**src/design/dq_pkg.sv**
```systemverilog
// Shared types and constants of the double-ended queue.
// Holds the request codes, the status codes and the controller command bundle.
// No dependencies.
package dq_pkg;

   localparam int FUNC_BITS   = 3;
   localparam int STATUS_BITS = 2;

   typedef enum logic [FUNC_BITS-1:0] {
      FUNC_PUSH_FRONT = 3'd0,
      FUNC_PUSH_BACK  = 3'd1,
      FUNC_POP_FRONT  = 3'd2,
      FUNC_POP_BACK   = 3'd3,
      FUNC_PEEK_FRONT = 3'd4,
      FUNC_PEEK_BACK  = 3'd5
   } dq_func_type;

   typedef enum logic [STATUS_BITS-1:0] {
      ST_OK    = 2'd0,
      ST_EMPTY = 2'd1,
      ST_FULL  = 2'd2
   } dq_status_type;

   // Commands from the controller to the datapath.
   typedef struct packed {
      logic accept;   // a request transaction completes this cycle
      logic load;     // move the pending result into the output register
   } dq_cmd_type;

endpackage

```
**src/design/dq_req_if.sv**
```systemverilog
// Request channel of the double-ended queue: valid/ready handshake with payload.
// Depends on dq_pkg for the request code width.
interface dq_req_if #(
   parameter int WORD_BITS = 32
);
   logic                          valid;
   logic                          ready;
   logic [dq_pkg::FUNC_BITS-1:0]  func;
   logic [WORD_BITS-1:0]          data_in;

   modport source (output valid, output func, output data_in, input ready);
   modport sink   (input valid, input func, input data_in, output ready);
endinterface

```
**src/design/dq_rsp_if.sv**
```systemverilog
// Response channel of the double-ended queue: valid/ready handshake with payload.
// Depends on dq_pkg for the status width.
interface dq_rsp_if #(
   parameter int WORD_BITS = 32,
   parameter int OCC_BITS  = 5
);
   logic                            valid;
   logic                            ready;
   logic [WORD_BITS-1:0]            data_out;
   logic [dq_pkg::STATUS_BITS-1:0]  status;
   logic [OCC_BITS-1:0]             occupancy;
   logic                            is_empty;

   modport source (output valid, output data_out, output status, output occupancy,
                   output is_empty, input ready);
   modport sink   (input valid, input data_out, input status, input occupancy,
                   input is_empty, output ready);
endinterface

```
**src/design/double_ended_queue_top.sv**
```systemverilog
// Double-ended queue of DEPTH words, each WORD_BITS wide, in a circular buffer.
// Each request transaction on req_chan carries func (push front, push back,
// pop front, pop back, peek front, peek back) and data_in. Exactly one
// response transaction follows on rsp_chan with the popped or peeked word,
// a status (ok, empty on pop or peek, full on push) and the occupancy after
// the request, plus an is_empty flag. Refused requests leave the queue as it was.
// A response becomes valid after its request is accepted, once the result has
// passed the registered read port of the slot RAM and then the output register.
// The next request is not taken while a result loads into the output register:
// req_chan drops ready in that load state.
// If rsp_chan stalls, one further request is still taken and its result parks
// in a pending register; req_chan then drops ready until the waiting response
// is taken.
// Reset (synchronous, active high) empties the queue and clears the handshake
// state. Slot contents are not cleared.
module double_ended_queue_top #(
   parameter int DEPTH     = 16,
   parameter int WORD_BITS = 32
) (
   input  logic      clock,
   input  logic      reset,
   dq_req_if.sink    req_chan,
   dq_rsp_if.source  rsp_chan
);
   import dq_pkg::*;

   dq_cmd_type cmd;

   dq_ctrl u_ctrl (
      .clock     (clock),
      .reset     (reset),
      .req_valid (req_chan.valid),
      .req_ready (req_chan.ready),
      .rsp_valid (rsp_chan.valid),
      .rsp_ready (rsp_chan.ready),
      .cmd       (cmd)
   );

   dq_datapath #(
      .DEPTH     (DEPTH),
      .WORD_BITS (WORD_BITS)
   ) u_datapath (
      .clock         (clock),
      .reset         (reset),
      .cmd           (cmd),
      .req_func      (req_chan.func),
      .req_data_in   (req_chan.data_in),
      .rsp_data_out  (rsp_chan.data_out),
      .rsp_status    (rsp_chan.status),
      .rsp_occupancy (rsp_chan.occupancy),
      .rsp_is_empty  (rsp_chan.is_empty)
   );

`ifndef SYNTHESIS
   // The controller never accepts a transaction in a cycle that loads the output.
   a_accept_load_apart: assert property (@(posedge clock) disable iff (reset)
      !(cmd.accept && cmd.load))
      else $error("request accepted while output register loads");

   // A refused push only happens with the queue full.
   a_full_at_depth: assert property (@(posedge clock) disable iff (reset)
      (rsp_chan.valid && (rsp_chan.status == ST_FULL)) |-> (rsp_chan.occupancy == DEPTH))
      else $error("full status with queue not full");

   // A refused pop or peek returns zero and an empty queue.
   a_empty_result: assert property (@(posedge clock) disable iff (reset)
      (rsp_chan.valid && (rsp_chan.status == ST_EMPTY))
         |-> ((rsp_chan.data_out == '0) && rsp_chan.is_empty))
      else $error("empty status with data or stored words");

   // Occupancy never exceeds the capacity.
   a_occupancy_bound: assert property (@(posedge clock) disable iff (reset)
      rsp_chan.valid |-> (rsp_chan.occupancy <= DEPTH))
      else $error("occupancy above capacity");
`endif
endmodule

```
**src/design/dq_ram.sv**
```systemverilog
// Generic single-clock RAM with one write port and one registered read port.
// Read data holds its value until the next enabled read. No dependencies.
module dq_ram #(
   parameter int WIDTH = 32,
   parameter int DEPTH = 16
) (
   input  logic                     clock,
   input  logic                     wr_en,
   input  logic [$clog2(DEPTH)-1:0] wr_addr,
   input  logic [WIDTH-1:0]         wr_data,
   input  logic                     rd_en,
   input  logic [$clog2(DEPTH)-1:0] rd_addr,
   output logic [WIDTH-1:0]         rd_data
);
   logic [WIDTH-1:0] mem_ff [DEPTH];
   logic [WIDTH-1:0] rd_data_ff;

   always_ff @(posedge clock) begin
      if (wr_en) begin
         mem_ff[wr_addr] <= wr_data;
      end
      if (rd_en) begin
         rd_data_ff <= mem_ff[rd_addr];
      end
   end

   assign rd_data = rd_data_ff;
endmodule

```
**src/design/dq_ctrl.sv**
```systemverilog
// Controller of the double-ended queue: sequences request and response transactions.
// Depends on dq_pkg for the command bundle.
module dq_ctrl (
   input  logic               clock,
   input  logic               reset,
   input  logic               req_valid,
   output logic               req_ready,
   output logic               rsp_valid,
   input  logic               rsp_ready,
   output dq_pkg::dq_cmd_type cmd
);
   import dq_pkg::*;

   typedef enum logic [1:0] {
      S_IDLE,
      S_LOAD,
      S_RESP,
      S_HOLD
   } state_type;

   state_type state_ff, state_in;
   logic      ready_ff, ready_in;
   logic      valid_ff, valid_in;
   logic      accept;
   logic      fire;

   assign accept = req_valid && ready_ff;
   assign fire   = valid_ff && rsp_ready;

   always_comb begin
      state_in = state_ff;
      case (state_ff)
         S_IDLE: begin
            if (accept) begin
               state_in = S_LOAD;
            end
         end
         S_LOAD: begin
            state_in = S_RESP;
         end
         S_RESP: begin
            // A new transaction may be taken while the current result waits;
            // its result then parks in the pending registers.
            if (accept && fire) begin
               state_in = S_LOAD;
            end else if (accept) begin
               state_in = S_HOLD;
            end else if (fire) begin
               state_in = S_IDLE;
            end
         end
         S_HOLD: begin
            if (fire) begin
               state_in = S_RESP;
            end
         end
         default: begin
            state_in = S_IDLE;
         end
      endcase
      ready_in = (state_in == S_IDLE) || (state_in == S_RESP);
      valid_in = (state_in == S_RESP) || (state_in == S_HOLD);
   end

   always_ff @(posedge clock) begin
      if (reset) begin
         state_ff <= S_IDLE;
         ready_ff <= 1'b0;
         valid_ff <= 1'b0;
      end else begin
         state_ff <= state_in;
         ready_ff <= ready_in;
         valid_ff <= valid_in;
      end
   end

   assign req_ready  = ready_ff;
   assign rsp_valid  = valid_ff;
   assign cmd.accept = accept;
   assign cmd.load   = (state_ff == S_LOAD) || ((state_ff == S_HOLD) && fire);
endmodule

```
**src/design/dq_datapath.sv**
```systemverilog
// Datapath of the double-ended queue: front pointer, occupancy count, slot RAM,
// pending result and output registers. Depends on dq_pkg and dq_ram.
module dq_datapath #(
   parameter int DEPTH     = 16,
   parameter int WORD_BITS = 32
) (
   input  logic                             clock,
   input  logic                             reset,
   input  dq_pkg::dq_cmd_type               cmd,
   input  logic [dq_pkg::FUNC_BITS-1:0]     req_func,
   input  logic [WORD_BITS-1:0]             req_data_in,
   output logic [WORD_BITS-1:0]             rsp_data_out,
   output logic [dq_pkg::STATUS_BITS-1:0]   rsp_status,
   output logic [$clog2(DEPTH+1)-1:0]       rsp_occupancy,
   output logic                             rsp_is_empty
);
   import dq_pkg::*;

   localparam int IDX_BITS = $clog2(DEPTH);
   localparam int CNT_BITS = $clog2(DEPTH + 1);
   localparam int SUM_BITS = IDX_BITS + 1;
   localparam logic [SUM_BITS-1:0] DEPTH_S = SUM_BITS'(DEPTH);
   localparam logic [CNT_BITS-1:0] DEPTH_C = CNT_BITS'(DEPTH);
   localparam logic [IDX_BITS-1:0] LAST_IDX = IDX_BITS'(DEPTH - 1);

   logic [IDX_BITS-1:0]   head_ff, head_in;
   logic [CNT_BITS-1:0]   count_ff, count_in;
   dq_status_type         pend_status_ff, pend_status_in;
   logic                  pend_rd_ff, pend_rd_in;
   logic [CNT_BITS-1:0]   pend_occ_ff;
   logic [WORD_BITS-1:0]  data_out_ff;
   dq_status_type         status_ff;
   logic [CNT_BITS-1:0]   occ_ff;

   logic                  full;
   logic                  empty;
   logic [SUM_BITS-1:0]   tail_sum;
   logic [SUM_BITS-1:0]   back_sum;
   logic [IDX_BITS-1:0]   tail_idx;
   logic [IDX_BITS-1:0]   back_idx;
   logic [IDX_BITS-1:0]   head_dec;
   logic [IDX_BITS-1:0]   head_inc;
   logic                  wr_en;
   logic [IDX_BITS-1:0]   wr_addr;
   logic                  rd_en;
   logic [IDX_BITS-1:0]   rd_addr;
   logic [WORD_BITS-1:0]  rd_data;

   assign full  = (count_ff == DEPTH_C);
   assign empty = (count_ff == '0);

   // The sums stay below twice the depth, so one conditional subtract wraps them.
   assign tail_sum = {1'b0, head_ff} + SUM_BITS'(count_ff);
   assign back_sum = tail_sum - SUM_BITS'(1);
   assign tail_idx = (tail_sum >= DEPTH_S) ? IDX_BITS'(tail_sum - DEPTH_S)
                                           : IDX_BITS'(tail_sum);
   assign back_idx = (back_sum >= DEPTH_S) ? IDX_BITS'(back_sum - DEPTH_S)
                                           : IDX_BITS'(back_sum);
   assign head_dec = (head_ff == '0) ? LAST_IDX : head_ff - IDX_BITS'(1);
   assign head_inc = (head_ff == LAST_IDX) ? '0 : head_ff + IDX_BITS'(1);

   always_comb begin
      head_in        = head_ff;
      count_in       = count_ff;
      pend_status_in = ST_OK;
      pend_rd_in     = 1'b0;
      wr_en          = 1'b0;
      wr_addr        = tail_idx;
      rd_en          = 1'b0;
      rd_addr        = head_ff;
      if (cmd.accept) begin
         case (dq_func_type'(req_func))
            FUNC_PUSH_FRONT: begin
               if (full) begin
                  pend_status_in = ST_FULL;
               end else begin
                  wr_en    = 1'b1;
                  wr_addr  = head_dec;
                  head_in  = head_dec;
                  count_in = count_ff + CNT_BITS'(1);
               end
            end
            FUNC_PUSH_BACK: begin
               if (full) begin
                  pend_status_in = ST_FULL;
               end else begin
                  wr_en    = 1'b1;
                  wr_addr  = tail_idx;
                  count_in = count_ff + CNT_BITS'(1);
               end
            end
            FUNC_POP_FRONT, FUNC_PEEK_FRONT: begin
               if (empty) begin
                  pend_status_in = ST_EMPTY;
               end else begin
                  rd_en      = 1'b1;
                  rd_addr    = head_ff;
                  pend_rd_in = 1'b1;
                  if (dq_func_type'(req_func) == FUNC_POP_FRONT) begin
                     head_in  = head_inc;
                     count_in = count_ff - CNT_BITS'(1);
                  end
               end
            end
            FUNC_POP_BACK, FUNC_PEEK_BACK: begin
               if (empty) begin
                  pend_status_in = ST_EMPTY;
               end else begin
                  rd_en      = 1'b1;
                  rd_addr    = back_idx;
                  pend_rd_in = 1'b1;
                  if (dq_func_type'(req_func) == FUNC_POP_BACK) begin
                     count_in = count_ff - CNT_BITS'(1);
                  end
               end
            end
            default: begin
               // Unused codes leave the queue alone and report success.
            end
         endcase
      end
   end

   always_ff @(posedge clock) begin
      if (reset) begin
         head_ff  <= '0;
         count_ff <= '0;
      end else begin
         head_ff  <= head_in;
         count_ff <= count_in;
      end
   end

   always_ff @(posedge clock) begin
      if (cmd.accept) begin
         pend_status_ff <= pend_status_in;
         pend_rd_ff     <= pend_rd_in;
         pend_occ_ff    <= count_in;
      end
      if (cmd.load) begin
         data_out_ff <= pend_rd_ff ? rd_data : '0;
         status_ff   <= pend_status_ff;
         occ_ff      <= pend_occ_ff;
      end
   end

   dq_ram #(
      .WIDTH (WORD_BITS),
      .DEPTH (DEPTH)
   ) u_slots (
      .clock   (clock),
      .wr_en   (wr_en),
      .wr_addr (wr_addr),
      .wr_data (req_data_in),
      .rd_en   (rd_en),
      .rd_addr (rd_addr),
      .rd_data (rd_data)
   );

   assign rsp_data_out  = data_out_ff;
   assign rsp_status    = status_ff;
   assign rsp_occupancy = occ_ff;
   assign rsp_is_empty  = (occ_ff == '0);
endmodule
```
**src/flat_wrapper.sv**
```systemverilog
// flat-port wrapper written by rule: the top's interface ports become plain ports
module double_ended_queue_top_flat import dq_pkg::*;
#(
   parameter int DEPTH     = 16,
   parameter int WORD_BITS = 32
)
  (clock, reset, req_chan_valid, req_chan_func, req_chan_data_in, req_chan_ready, rsp_chan_valid, rsp_chan_data_out, rsp_chan_status, rsp_chan_occupancy, rsp_chan_is_empty, rsp_chan_ready);
  dq_req_if #(.WORD_BITS(WORD_BITS)) req_chan_i ();
  dq_rsp_if #(.WORD_BITS(WORD_BITS)) rsp_chan_i ();
  input  logic clock;
  input  logic reset;
  input wire logic [$bits(req_chan_i.valid)-1:0] req_chan_valid;
  input wire logic [$bits(req_chan_i.func)-1:0] req_chan_func;
  input wire logic [$bits(req_chan_i.data_in)-1:0] req_chan_data_in;
  output wire logic [$bits(req_chan_i.ready)-1:0] req_chan_ready;
  output wire logic [$bits(rsp_chan_i.valid)-1:0] rsp_chan_valid;
  output wire logic [$bits(rsp_chan_i.data_out)-1:0] rsp_chan_data_out;
  output wire logic [$bits(rsp_chan_i.status)-1:0] rsp_chan_status;
  output wire logic [$bits(rsp_chan_i.occupancy)-1:0] rsp_chan_occupancy;
  output wire logic [$bits(rsp_chan_i.is_empty)-1:0] rsp_chan_is_empty;
  input wire logic [$bits(rsp_chan_i.ready)-1:0] rsp_chan_ready;
  assign req_chan_i.valid = req_chan_valid;
  assign req_chan_i.func = req_chan_func;
  assign req_chan_i.data_in = req_chan_data_in;
  assign req_chan_ready = req_chan_i.ready;
  assign rsp_chan_valid = rsp_chan_i.valid;
  assign rsp_chan_data_out = rsp_chan_i.data_out;
  assign rsp_chan_status = rsp_chan_i.status;
  assign rsp_chan_occupancy = rsp_chan_i.occupancy;
  assign rsp_chan_is_empty = rsp_chan_i.is_empty;
  assign rsp_chan_i.ready = rsp_chan_ready;
  double_ended_queue_top #(.DEPTH(DEPTH), .WORD_BITS(WORD_BITS)) u_core (.clock(clock), .reset(reset), .req_chan(req_chan_i), .rsp_chan(rsp_chan_i));
endmodule
```
**config.mk**
```make
export PLATFORM = sky130hd
export DESIGN_NAME = double_ended_queue_top_flat
export DESIGN_NICKNAME = d
export VERILOG_FILES = /design/src/design/dq_pkg.sv /design/src/design/dq_req_if.sv /design/src/design/dq_rsp_if.sv /design/src/design/double_ended_queue_top.sv /design/src/design/dq_ram.sv /design/src/design/dq_ctrl.sv /design/src/design/dq_datapath.sv /design/src/flat_wrapper.sv
export SDC_FILE = /design/constraint.sdc
export NUM_CORES = 1
export LEC_CHECK = 0
export ABC_AREA = 1
export BUFFER_PORTS_ARGS = -buffer_cell sky130_fd_sc_hd__clkbuf_2
export CORE_AREA = 8 8 215 217
export DETAILED_ROUTE_END_ITERATION = 10
export DIE_AREA = 0 0 223 225
export PLACE_DENSITY_LB_ADDON = 0.3
export SLEW_MARGIN = 25
export SYNTH_ARGS = -nofsm -noshare
export SYNTH_HDL_FRONTEND = slang
export SYNTH_SLANG_ARGS = --single-unit
```
**constraint.sdc**
```tcl
create_clock -name clock -period 4.53 [get_ports clock]
set_input_delay 0.906 -clock clock [delete_from_list [all_inputs] [get_ports clock]]
set_output_delay 0.906 -clock clock [all_outputs]
set_load 0.005 [all_outputs]
```
==> out/qor.txt, run 1 <==
GLOBAL ROUTE
-------------------------------------------------------------------------------------
First-pass GRT wire length .............................................    97,550 µm
Pin count of the biggest net entering global routing ...................           92
Overall global routing resource usage ..................................       0.2499
Vias in the first global route .........................................       17,385
Number of antenna violations at the first check in global routing ......            0
Congestion Overflow GR .................................................            0

CLOCK NETWORK
-------------------------------------------------------------------------------------
Hold-fix buffers, CTS ..................................................            0
Clock latency at the later pin of the worst-skew pair ..................      0.62 ns
Clock transition at path regs ..........................................      0.06 ns
Clock tree from TritonCTS ..............................................        built
CTS root buf ........................................................... sky130_fd_sc_hd__clkbuf_16
Resized cells post-CTS .................................................            0
Clk sinks ..............................................................          604
Clock buffer count from CTS ............................................           59
Post-CTS Repair Setup Buffers ..........................................            0
Max clock buf depth ....................................................            3
Number of levels the H-tree was split into .............................            2

ROUTING
-------------------------------------------------------------------------------------
Number of remaining DRC errors .........................................            0
Met1 Wirelength ........................................................    24,820 µm
Number of DRC markers in iteration 0 ...................................        1,993
Final routed wire length divided by cell count .........................     19.91 µm
Uppermost layer routed .................................................         met4
Count of nets left with antenna violations after detail routing ........            0
Metal2 WL ..............................................................    29,930 µm
DRT Pass-1 Iters .......................................................            6
Routed wire length on met3 .............................................      5904 µm
Routed via count divided by cell count .................................        5.601
Detailed-route wire length .............................................    62,660 µm
Vias ...................................................................       17,626

LOGIC SYNTHESIS
-------------------------------------------------------------------------------------
Fraction of the mapped netlist area in adder cells .....................     0.004570
Dominant combinational cell family by area after synthesis ............. simple AND/OR/NAND/NOR gates
Post-Synthesis Net Count ...............................................        2,522
Post-synthesis share of cell area spent on and, or, nand and nor gates .       0.1961
Number of instances in the synthesized netlist .........................        2,474
Number of enable flip-flop cells after synthesis .......................          591
Post-synthesis compound-gate area fraction .............................     0.007808
Post-synthesis cell type count .........................................           36
Syn avg cell area ......................................................    10.62 µm²
Ys async rst share .....................................................            0
Register bit count reported by yosys ...................................          604
Multiplexer area fraction after synthesis ..............................            0
Library cell with the largest summed area after synthesis .............. sky130_fd_sc_hd__edfxtp_1
Most frequently used flop master after synthesis ....................... sky130_fd_sc_hd__edfxtp_1
Leading post-synthesis cells by cell area .............................. sky130_fd_sc_hd__edfxtp_1 68%, sky130_fd_sc_hd__nand3_1 9.6%, sky130_fd_sc_hd__nand2_1 8.1%, sky130_fd_sc_hd__inv_1 7.9%, sky130_fd_sc_hd__buf_2 1.0%
Part of the Yosys area used for sequential elements ....................       0.6852
Cell Area, Synth .......................................................   26,280 µm²
Count of synthesis-stage warnings from yosys ...........................            0
Xor-xnor portion of the synthesized cell area ..........................     0.002666
Area share of the largest cell type after synthesis ....................       0.6753

FLOORPLANNING
-------------------------------------------------------------------------------------
Standard-cell row count ................................................           76
Starting density of the core ...........................................       0.6155
Chip height ............................................................       225 µm
Top Ports ..............................................................           81
Core ar. ...............................................................   42,700 µm²
Die Outline Area .......................................................   50,180 µm²
Width of the die .......................................................       223 µm

STA
-------------------------------------------------------------------------------------
RSZ-0062 raised after global routing ...................................        false
Least-Margin Pin Slew ..................................................    0.8040 ns
Max-slew violation count ...............................................            0
Final Hold Vio Count ...................................................            0
Relative slew margins ..................................................       0.4640
Setup violation total in the final timing report .......................            0
Final worst-path cycle share ...........................................       0.8157
Final worst slack ......................................................    0.8348 ns
FMAX ...................................................................    270.6 MHz
Final Critical Period ..................................................     3.695 ns
Sum of negative setup slack ............................................         0 ns
Skew final .............................................................   0.01583 ns

PLACEMENT
-------------------------------------------------------------------------------------
Worst setup timing slack at the placement stage ........................    0.6817 ns
Detail Placement HPWL ..................................................    37,280 µm
Port buffer count ......................................................           80
Number of instances in the placed design ...............................        3,037
RePlAce Congestion .....................................................       0.8919

FINAL LAYOUT
-------------------------------------------------------------------------------------
Non-Filler Instances ...................................................        3,147
Share of cells above drive strength 1 ..................................      0.09650
Final design utilization ...............................................       0.6871
Area added between synthesis and finish ................................       11.63%
Final antenna diode count ..............................................            0
Net count, final .......................................................        2,602

WORST SETUP PATH
-------------------------------------------------------------------------------------
WP data required .......................................................      4.84 ns
Setup CP Type ..........................................................   reg -> reg
CP arrival .............................................................      4.01 ns
Largest fanout of any net on the critical path .........................           14
Startpoint Class .......................................................     register
Element type at the critical path end ..................................     register
Setup slack, reg-to-reg ................................................      0.83 ns

POWER
-------------------------------------------------------------------------------------
Static Leak ............................................................     12.63 nW
Pwr/cell area .......................................................... 395.7 nW/µm²
Maximum ir drop on the vdd rail ........................................    0.3478 mV

FLOW RUN
-------------------------------------------------------------------------------------
Max cap viols ..........................................................            0

WORST HOLD PATH
-------------------------------------------------------------------------------------
Worst Hold Class .......................................................   reg -> reg

STATUS
-------------------------------------------------------------------------------------
Outcome ................................................................    completed

-- synth_stat cells, types with 3 or more instances --
cell and n:
sky130_fd_sc_hd__edfxtp_1 591, sky130_fd_sc_hd__nand2_1 568, sky130_fd_sc_hd__inv_1 550, sky130_fd_sc_hd__nand3_1 502
sky130_fd_sc_hd__buf_2 54, sky130_fd_sc_hd__buf_4 34, sky130_fd_sc_hd__nand3b_1 32, sky130_fd_sc_hd__nor2_1 26
sky130_fd_sc_hd__clkbuf_1 18, sky130_fd_sc_hd__o21ai_0 15, sky130_fd_sc_hd__a21oi_1 14, sky130_fd_sc_hd__dfxtp_1 13
sky130_fd_sc_hd__ha_1 8, sky130_fd_sc_hd__inv_2 5, sky130_fd_sc_hd__xor2_1 5, sky130_fd_sc_hd__buf_1 4
sky130_fd_sc_hd__buf_6 3, sky130_fd_sc_hd__nand2_4 3, sky130_fd_sc_hd__nor3_1 3, sky130_fd_sc_hd__o21ai_1 3
sky130_fd_sc_hd__xnor2_1 3
-- logic make-up after synthesis --
kind of cell | count (synthesis)
buffers and inverters | 668
adders and majority gates | 9
and+or+nand+nor | 1147
AOI/OAI and AO/OA | 38
DFF | 604
xor gates and xnor gates | 8
-- metrics by stage --
step                area [µm²]  power (mW)  hold slack (ns)
floorplan                26280       6.684           0.4003
global placement         27400       6.921           0.4030
detailed placement       27430       6.941           0.4066
CTS                      29300       11.65           0.4216
global route             29340       11.91           0.4246
finish                   29340       11.61           0.4200
-- critical path, stage by stage, from the launching register on --
cell and delay, ns:
sky130_fd_sc_hd__dfxtp_1 0.47, sky130_fd_sc_hd__inv_1 0.10, sky130_fd_sc_hd__ha_1 0.26, sky130_fd_sc_hd__nand2_1 0.10, sky130_fd_sc_hd__nor2_1 0.05, sky130_fd_sc_hd__nand2_1 0.11
sky130_fd_sc_hd__nand2_1 0.11, sky130_fd_sc_hd__nor2_2 0.29, sky130_fd_sc_hd__nand2_1 0.20, sky130_fd_sc_hd__nand2_1 0.11, sky130_fd_sc_hd__o21ai_0 0.18, sky130_fd_sc_hd__inv_1 0.16
sky130_fd_sc_hd__nand3_1 0.34, sky130_fd_sc_hd__nor2_4 0.60, sky130_fd_sc_hd__buf_4 0.32
-- placed cells by master (no fill, tap or decap), types with 14 or more instances in the layout --
cell / netlist / routed
sky130_fd_sc_hd__edfxtp_1: 591 / 591
sky130_fd_sc_hd__nand2_1: 568 / 566
sky130_fd_sc_hd__inv_1: 550 / 550
sky130_fd_sc_hd__nand3_1: 502 / 502
sky130_fd_sc_hd__clkbuf_2: 0 / 80
sky130_fd_sc_hd__clkbuf_16: 0 / 61
sky130_fd_sc_hd__buf_4: 34 / 38
sky130_fd_sc_hd__nand3b_1: 32 / 32
sky130_fd_sc_hd__nor2_4: 1 / 19
sky130_fd_sc_hd__clkbuf_1: 18 / 19
sky130_fd_sc_hd__o21ai_0: 15 / 15
sky130_fd_sc_hd__a21oi_1: 14 / 14
-- layer usage --
metal	GRT usage	up-vias
li1	-	8194
met1	0.3341	8350
met2	0.4077	924
met3	0.04763	158
met4	0.09176	0
met5	0	-
-- worst paths after layout --
kind                                  startpoint                                 endpoint  cells past startpoint
max reg2reg        u_core.u_datapath.count_ff[1]  u_core.u_datapath.u_slots.mem_ff[3][15]                     14
min reg2reg  u_core.u_datapath.pend_status_ff[0]          u_core.u_datapath.rsp_status[0]                      0
max                u_core.u_datapath.count_ff[1]  u_core.u_datapath.u_slots.mem_ff[3][15]                     14
min          u_core.u_datapath.pend_status_ff[0]          u_core.u_datapath.rsp_status[0]                      0
-- state kept, by name, summed over array words and instances, names as in the netlist --
signal / flops
u_core.u_ctrl.req_ready: 1
u_core.u_datapath.pend_status_ff: 2
u_core.u_ctrl.state_ff: 2
u_core.u_datapath.head_ff: 4
u_core.u_ctrl.rsp_valid: 1
u_core.u_datapath.rsp_occupancy: 5
u_core.u_datapath.u_slots.mem_ff: 512
u_core.u_datapath.count_ff: 5
u_core.u_datapath.pend_occ_ff: 5
u_core.u_datapath.pend_rd_ff: 1
u_core.u_datapath.rsp_data_out: 32
u_core.u_datapath.u_slots.rd_data: 32
u_core.u_datapath.rsp_status: 2
-- report_power, final --
group | internal [mW] | switching [mW]
clock network | 2.73 | 2.04
registers | 6.19 | 0.0218
logic | 0.171 | 0.451
total | 9.09 | 2.52
-- layout make-up --
cell class	count	area [µm²]
flip-flops and latches	604	18010
repair buffers	132	968.4
fillers	3037	13360
inverters	555	2083
well taps	546	683.2
clock inverters	26	247.7
multi-input cells	1202	5723
clock buffers	82	1625
Note: power is estimated with default switching activity, not from simulation.
==> run 2: changes to the inputs <==
ABC_AREA = 0   (was 1)
CORE_AREA = 8 8 224 226   (was 8 8 215 217)
DIE_AREA = 0 0 232 234   (was 0 0 223 225)
clock period = 3.8 ns   (was 4.53 ns; I/O delays follow)
==> out/qor.txt, run 2 <==
WORST SETUP PATH
----------------------------------------------------------------------------------------
Setup slack, reg-to-reg ...................................................      0.24 ns
Reg2Reg Depth .............................................................           11
WP data required ..........................................................      4.28 ns
Element type at the critical path end .....................................     register
Cell mode on critical path ................................................ sky130_fd_sc_hd__mux2_2
Reg-to-reg endpoint ....................................................... u_core.u_datapath.u_slots.rd_data[1]
Sum of buffers and inverters on the critical path .........................            2
Largest fanout of any net on the critical path ............................           29
Critical-path cell list ................................................... ha_4 -> fa_1 -> inv_1 -> ha_1 -> xnor3_1 -> nand2_1 -> mux2_2 -> buf_12 -> a211oi_1 -> nor3_1 -> mux2_2
Startpoint Class ..........................................................     register
Category of cells accounting for the largest share of critical-path delay .  adder cells
Crit path largest cell delay ..............................................      0.52 ns
Standard cell with the maximum stage delay on the critical path ........... sky130_fd_sc_hd__mux2_2
Setup CP Type .............................................................   reg -> reg
Critical R2R Launch ....................................................... u_core.u_datapath.count_ff[0]
CP arrival ................................................................      4.04 ns

FINAL LAYOUT
----------------------------------------------------------------------------------------
Commonest non-fill, non-tap cells in the layout ........................... 591 x sky130_fd_sc_hd__edfxtp_1, 524 x sky130_fd_sc_hd__mux2i_1, 161 x sky130_fd_sc_hd__mux2_2
Net count, final ..........................................................        2,097
Register cell area after layout ...........................................   18,010 µm²
Fill cell total of the finished layout ....................................        3,089
Area added between synthesis and finish ...................................       11.23%
Max FFs per register ......................................................          512
Final design utilization ..................................................       0.6899
Final instance area .......................................................   32,320 µm²
Non-Filler Instances ......................................................        2,709
Final antenna diode count .................................................            0
Most frequent standard cell in the layout excluding fill and tap cells .... sky130_fd_sc_hd__edfxtp_1
Combined area of the multi-input logic cells ..............................   10,540 µm²
Share of cells above drive strength 1 .....................................       0.1905
Register containing the most flip-flops in the final layout ............... u_core.u_datapath.u_slots.mem_ff

STA
----------------------------------------------------------------------------------------
Relative slew margins .....................................................       0.3450
Sum of negative setup slack ...............................................         0 ns
Skew final ................................................................   0.01698 ns
Final Hold Vio Count ......................................................            0
Max-slew violation count ..................................................            0
Setup violation total in the final timing report ..........................            0
Smallest hold slack .......................................................    0.4179 ns
Final worst-path cycle share ..............................................       0.9374
Least-Margin Pin Slew .....................................................    0.9826 ns
Final Critical Period .....................................................     3.562 ns
RSZ-0062 raised after global routing ......................................        false
FMAX ......................................................................    280.7 MHz

CLOCK NETWORK
----------------------------------------------------------------------------------------
Clock buffer count from CTS ...............................................           59
Number of levels the H-tree was split into ................................            2
Max clock buf depth .......................................................            3
CTS root buf .............................................................. sky130_fd_sc_hd__clkbuf_16
Clk sinks .................................................................          604
Clock latency at the later pin of the worst-skew pair .....................      0.61 ns
Hold-fix buffers, CTS .....................................................            0
Clock tree from TritonCTS .................................................        built
Clock transition at path regs .............................................      0.06 ns
Post-CTS Repair Setup Buffers .............................................            0

LOGIC SYNTHESIS
----------------------------------------------------------------------------------------
Number of instances in the synthesized netlist ............................        1,993
Syn avg cell area .........................................................    14.58 µm²
Leading post-synthesis cells by cell area ................................. sky130_fd_sc_hd__edfxtp_1 61%, sky130_fd_sc_hd__mux2i_1 18%, sky130_fd_sc_hd__mux2_2 6.2%, sky130_fd_sc_hd__a211oi_1 3.3%, sky130_fd_sc_hd__nor2_1 1.9%
Area share of the largest cell type after synthesis .......................       0.6108
Most frequently used flop master after synthesis .......................... sky130_fd_sc_hd__edfxtp_1
Post-Synthesis Net Count ..................................................        2,041
Count of synthesis-stage warnings from yosys ..............................            0
Part of the Yosys area used for sequential elements .......................       0.6198
Number of enable flip-flop cells after synthesis ..........................          591
Cell with the most instances after synthesis .............................. sky130_fd_sc_hd__edfxtp_1
Register bit count reported by yosys ......................................          604
Library cell with the largest summed area after synthesis ................. sky130_fd_sc_hd__edfxtp_1
Cell Area, Synth ..........................................................   29,060 µm²
Post-synthesis cell type count ............................................           46
Most frequent cells after synthesis ....................................... 591 x sky130_fd_sc_hd__edfxtp_1, 527 x sky130_fd_sc_hd__mux2i_1, 160 x sky130_fd_sc_hd__mux2_2, 148 x sky130_fd_sc_hd__nor2_1, 126 x sky130_fd_sc_hd__a211oi_1
Ys async rst share ........................................................            0

PLACEMENT
----------------------------------------------------------------------------------------
Detail Placement HPWL .....................................................    37,190 µm
Port buffer count .........................................................           80
Number of instances in the placed design ..................................        2,603
RePlAce Congestion ........................................................       0.8405
Post-place instance area ..................................................   30,560 µm²

POWER
----------------------------------------------------------------------------------------
Share of power burned in registers ........................................        0.546
P_int .....................................................................     10.65 mW
Reported net switching power ..............................................     2.839 mW
Gate power share ..........................................................        0.053
Static Leak ...............................................................     10.91 nW
Pwr/cell area ............................................................. 417.3 nW/µm²
Maximum ir drop on the vdd rail ...........................................    0.4000 mV
Switching share of total power ............................................       0.2105
Clock Power Share .........................................................        0.401

ROUTING
----------------------------------------------------------------------------------------
Number of remaining DRC errors ............................................            0
Final routed wire length divided by cell count ............................     24.75 µm
Vias ......................................................................       17,600
Detailed-route wire length ................................................    67,050 µm
DRT Pass-1 Iters ..........................................................            5
Metal2 WL .................................................................    33,650 µm
Routed via count divided by cell count ....................................        6.497
Met1 Wirelength ...........................................................    27,760 µm
Count of nets left with antenna violations after detail routing ...........            0
Routed wire length on met3 ................................................      4266 µm
Number of DRC markers in iteration 0 ......................................        1,670
Uppermost layer routed ....................................................         met4

GLOBAL ROUTE
----------------------------------------------------------------------------------------
Vias in the first global route ............................................       17,874
First-pass GRT wire length ................................................   102,000 µm
Number of antenna violations at the first check in global routing .........            1
Pin count of the biggest net entering global routing ......................          106
Congestion Overflow GR ....................................................            0
Overall global routing resource usage .....................................       0.2423

WORST HOLD PATH
----------------------------------------------------------------------------------------
Worst Hold Class ..........................................................   reg -> reg
Terminating pin of the worst hold path .................................... u_core.u_datapath.rsp_occupancy[3]
Worst hold path startpoint ................................................ u_core.u_datapath.pend_occ_ff[3]
Worst hold stages .........................................................            0

FLOORPLANNING
----------------------------------------------------------------------------------------
Width of the die ..........................................................       232 µm
Standard-cell row count ...................................................           80
Top Ports .................................................................           81
Die Outline Area ..........................................................   54,290 µm²
Starting density of the core ..............................................       0.6202
Core ar. ..................................................................   46,840 µm²
Chip height ...............................................................       234 µm

STATUS
----------------------------------------------------------------------------------------
Outcome ...................................................................    completed

FLOW RUN
----------------------------------------------------------------------------------------
Max cap viols .............................................................            0

-- run 2: cell types whose count changed in the layout (fill, tap and decap cells not counted), moves of 66 or more --
cell,previous run,this run
sky130_fd_sc_hd__a211oi_1,0,126
sky130_fd_sc_hd__inv_1,550,12
sky130_fd_sc_hd__mux2_2,0,161
sky130_fd_sc_hd__mux2i_1,0,524
sky130_fd_sc_hd__nand2_1,566,9
sky130_fd_sc_hd__nand3_1,502,4
sky130_fd_sc_hd__nor2_1,8,146
sky130_fd_sc_hd__o22ai_1,0,66
-- run 2: power groups by stage --
stage | Clock [mW] | Sequential (mW) | Combinational, mW
2_1_floorplan | 0 | 7.50 | 0.461
6_report | 5.41 | 7.36 | 0.718
3_5_place_dp | 0 | 7.50 | 0.711
4_1_cts | 5.48 | 7.36 | 0.716
5_1_grt | 5.72 | 7.36 | 0.766
3_3_place_gp | 0 | 7.50 | 0.692
-- run 2: how the worst max path moves through the flow --
stage	slack (ns)	end	from	cells after the start
after floorplan	-0.89	u_core.u_datapath.u_slots.mem_ff[6][0]	req_chan_func[1]	6
after global placement	0.32	u_core.u_datapath.u_slots.rd_data[1]	u_core.u_datapath.count_ff[0]	11
after detailed placement	0.20	u_core.u_datapath.u_slots.mem_ff[9][17]	u_core.u_datapath.count_ff[1]	9
after CTS	0.19	u_core.u_datapath.u_slots.mem_ff[9][15]	u_core.u_datapath.count_ff[1]	9
after global routing	0.04	u_core.u_datapath.u_slots.rd_data[1]	u_core.u_datapath.count_ff[0]	11
final	0.24	u_core.u_datapath.u_slots.rd_data[1]	u_core.u_datapath.count_ff[0]	11
-- run 2: logic make-up (layout without fill, tap and decap cells) --
logic type | after synthesis | after routing | synth area share
flip-flops | 604 | 604 | 0.6198
XOR/XNOR | 12 | 12 | 0.004091
multiplexers | 689 | 689 | 0.2444
AO/OA/AOI/OAI | 223 | 223 | 0.05348
buffers and inverters | 156 | 257 | 0.02623
AND/OR/NAND/NOR | 300 | 300 | 0.04789
adder cells (fa/ha/maj) | 9 | 9 | 0.004134
-- run 2: what timing repair did --
item                                    CTS  global route
endpoints found under the setup margin    0           227
gates resized for setup                   0             3
hold endpoints to repair                  0             0
-- run 2: area by class of cell --
class | instances | share of cell area
clock buffer | 70 | 0.04696
clock inverter | 36 | 0.007201
inverter | 12 | 0.001394
multi-input combinational | 1233 | 0.3260
sequential | 604 | 0.5573
tap | 615 | 0.02381
timing repair buffer | 139 | 0.03732
-- run 2: through the flow --
stage / power [mW] / setup WS [ns]
3_5_place_dp: 8.212 / 0.1986
4_1_cts: 13.56 / 0.1884
6_report: 13.49 / 0.2378
2_1_floorplan: 7.964 / -0.8854
3_3_place_gp: 8.192 / 0.3174
5_1_grt: 13.85 / 0.04451
-- run 2: routing by layer --
layer,vias up,global-route usage
li1,7886,-
met1,8981,0.3167
met2,633,0.4257
met3,100,0.03411
met4,0,0.05804
met5,-,0
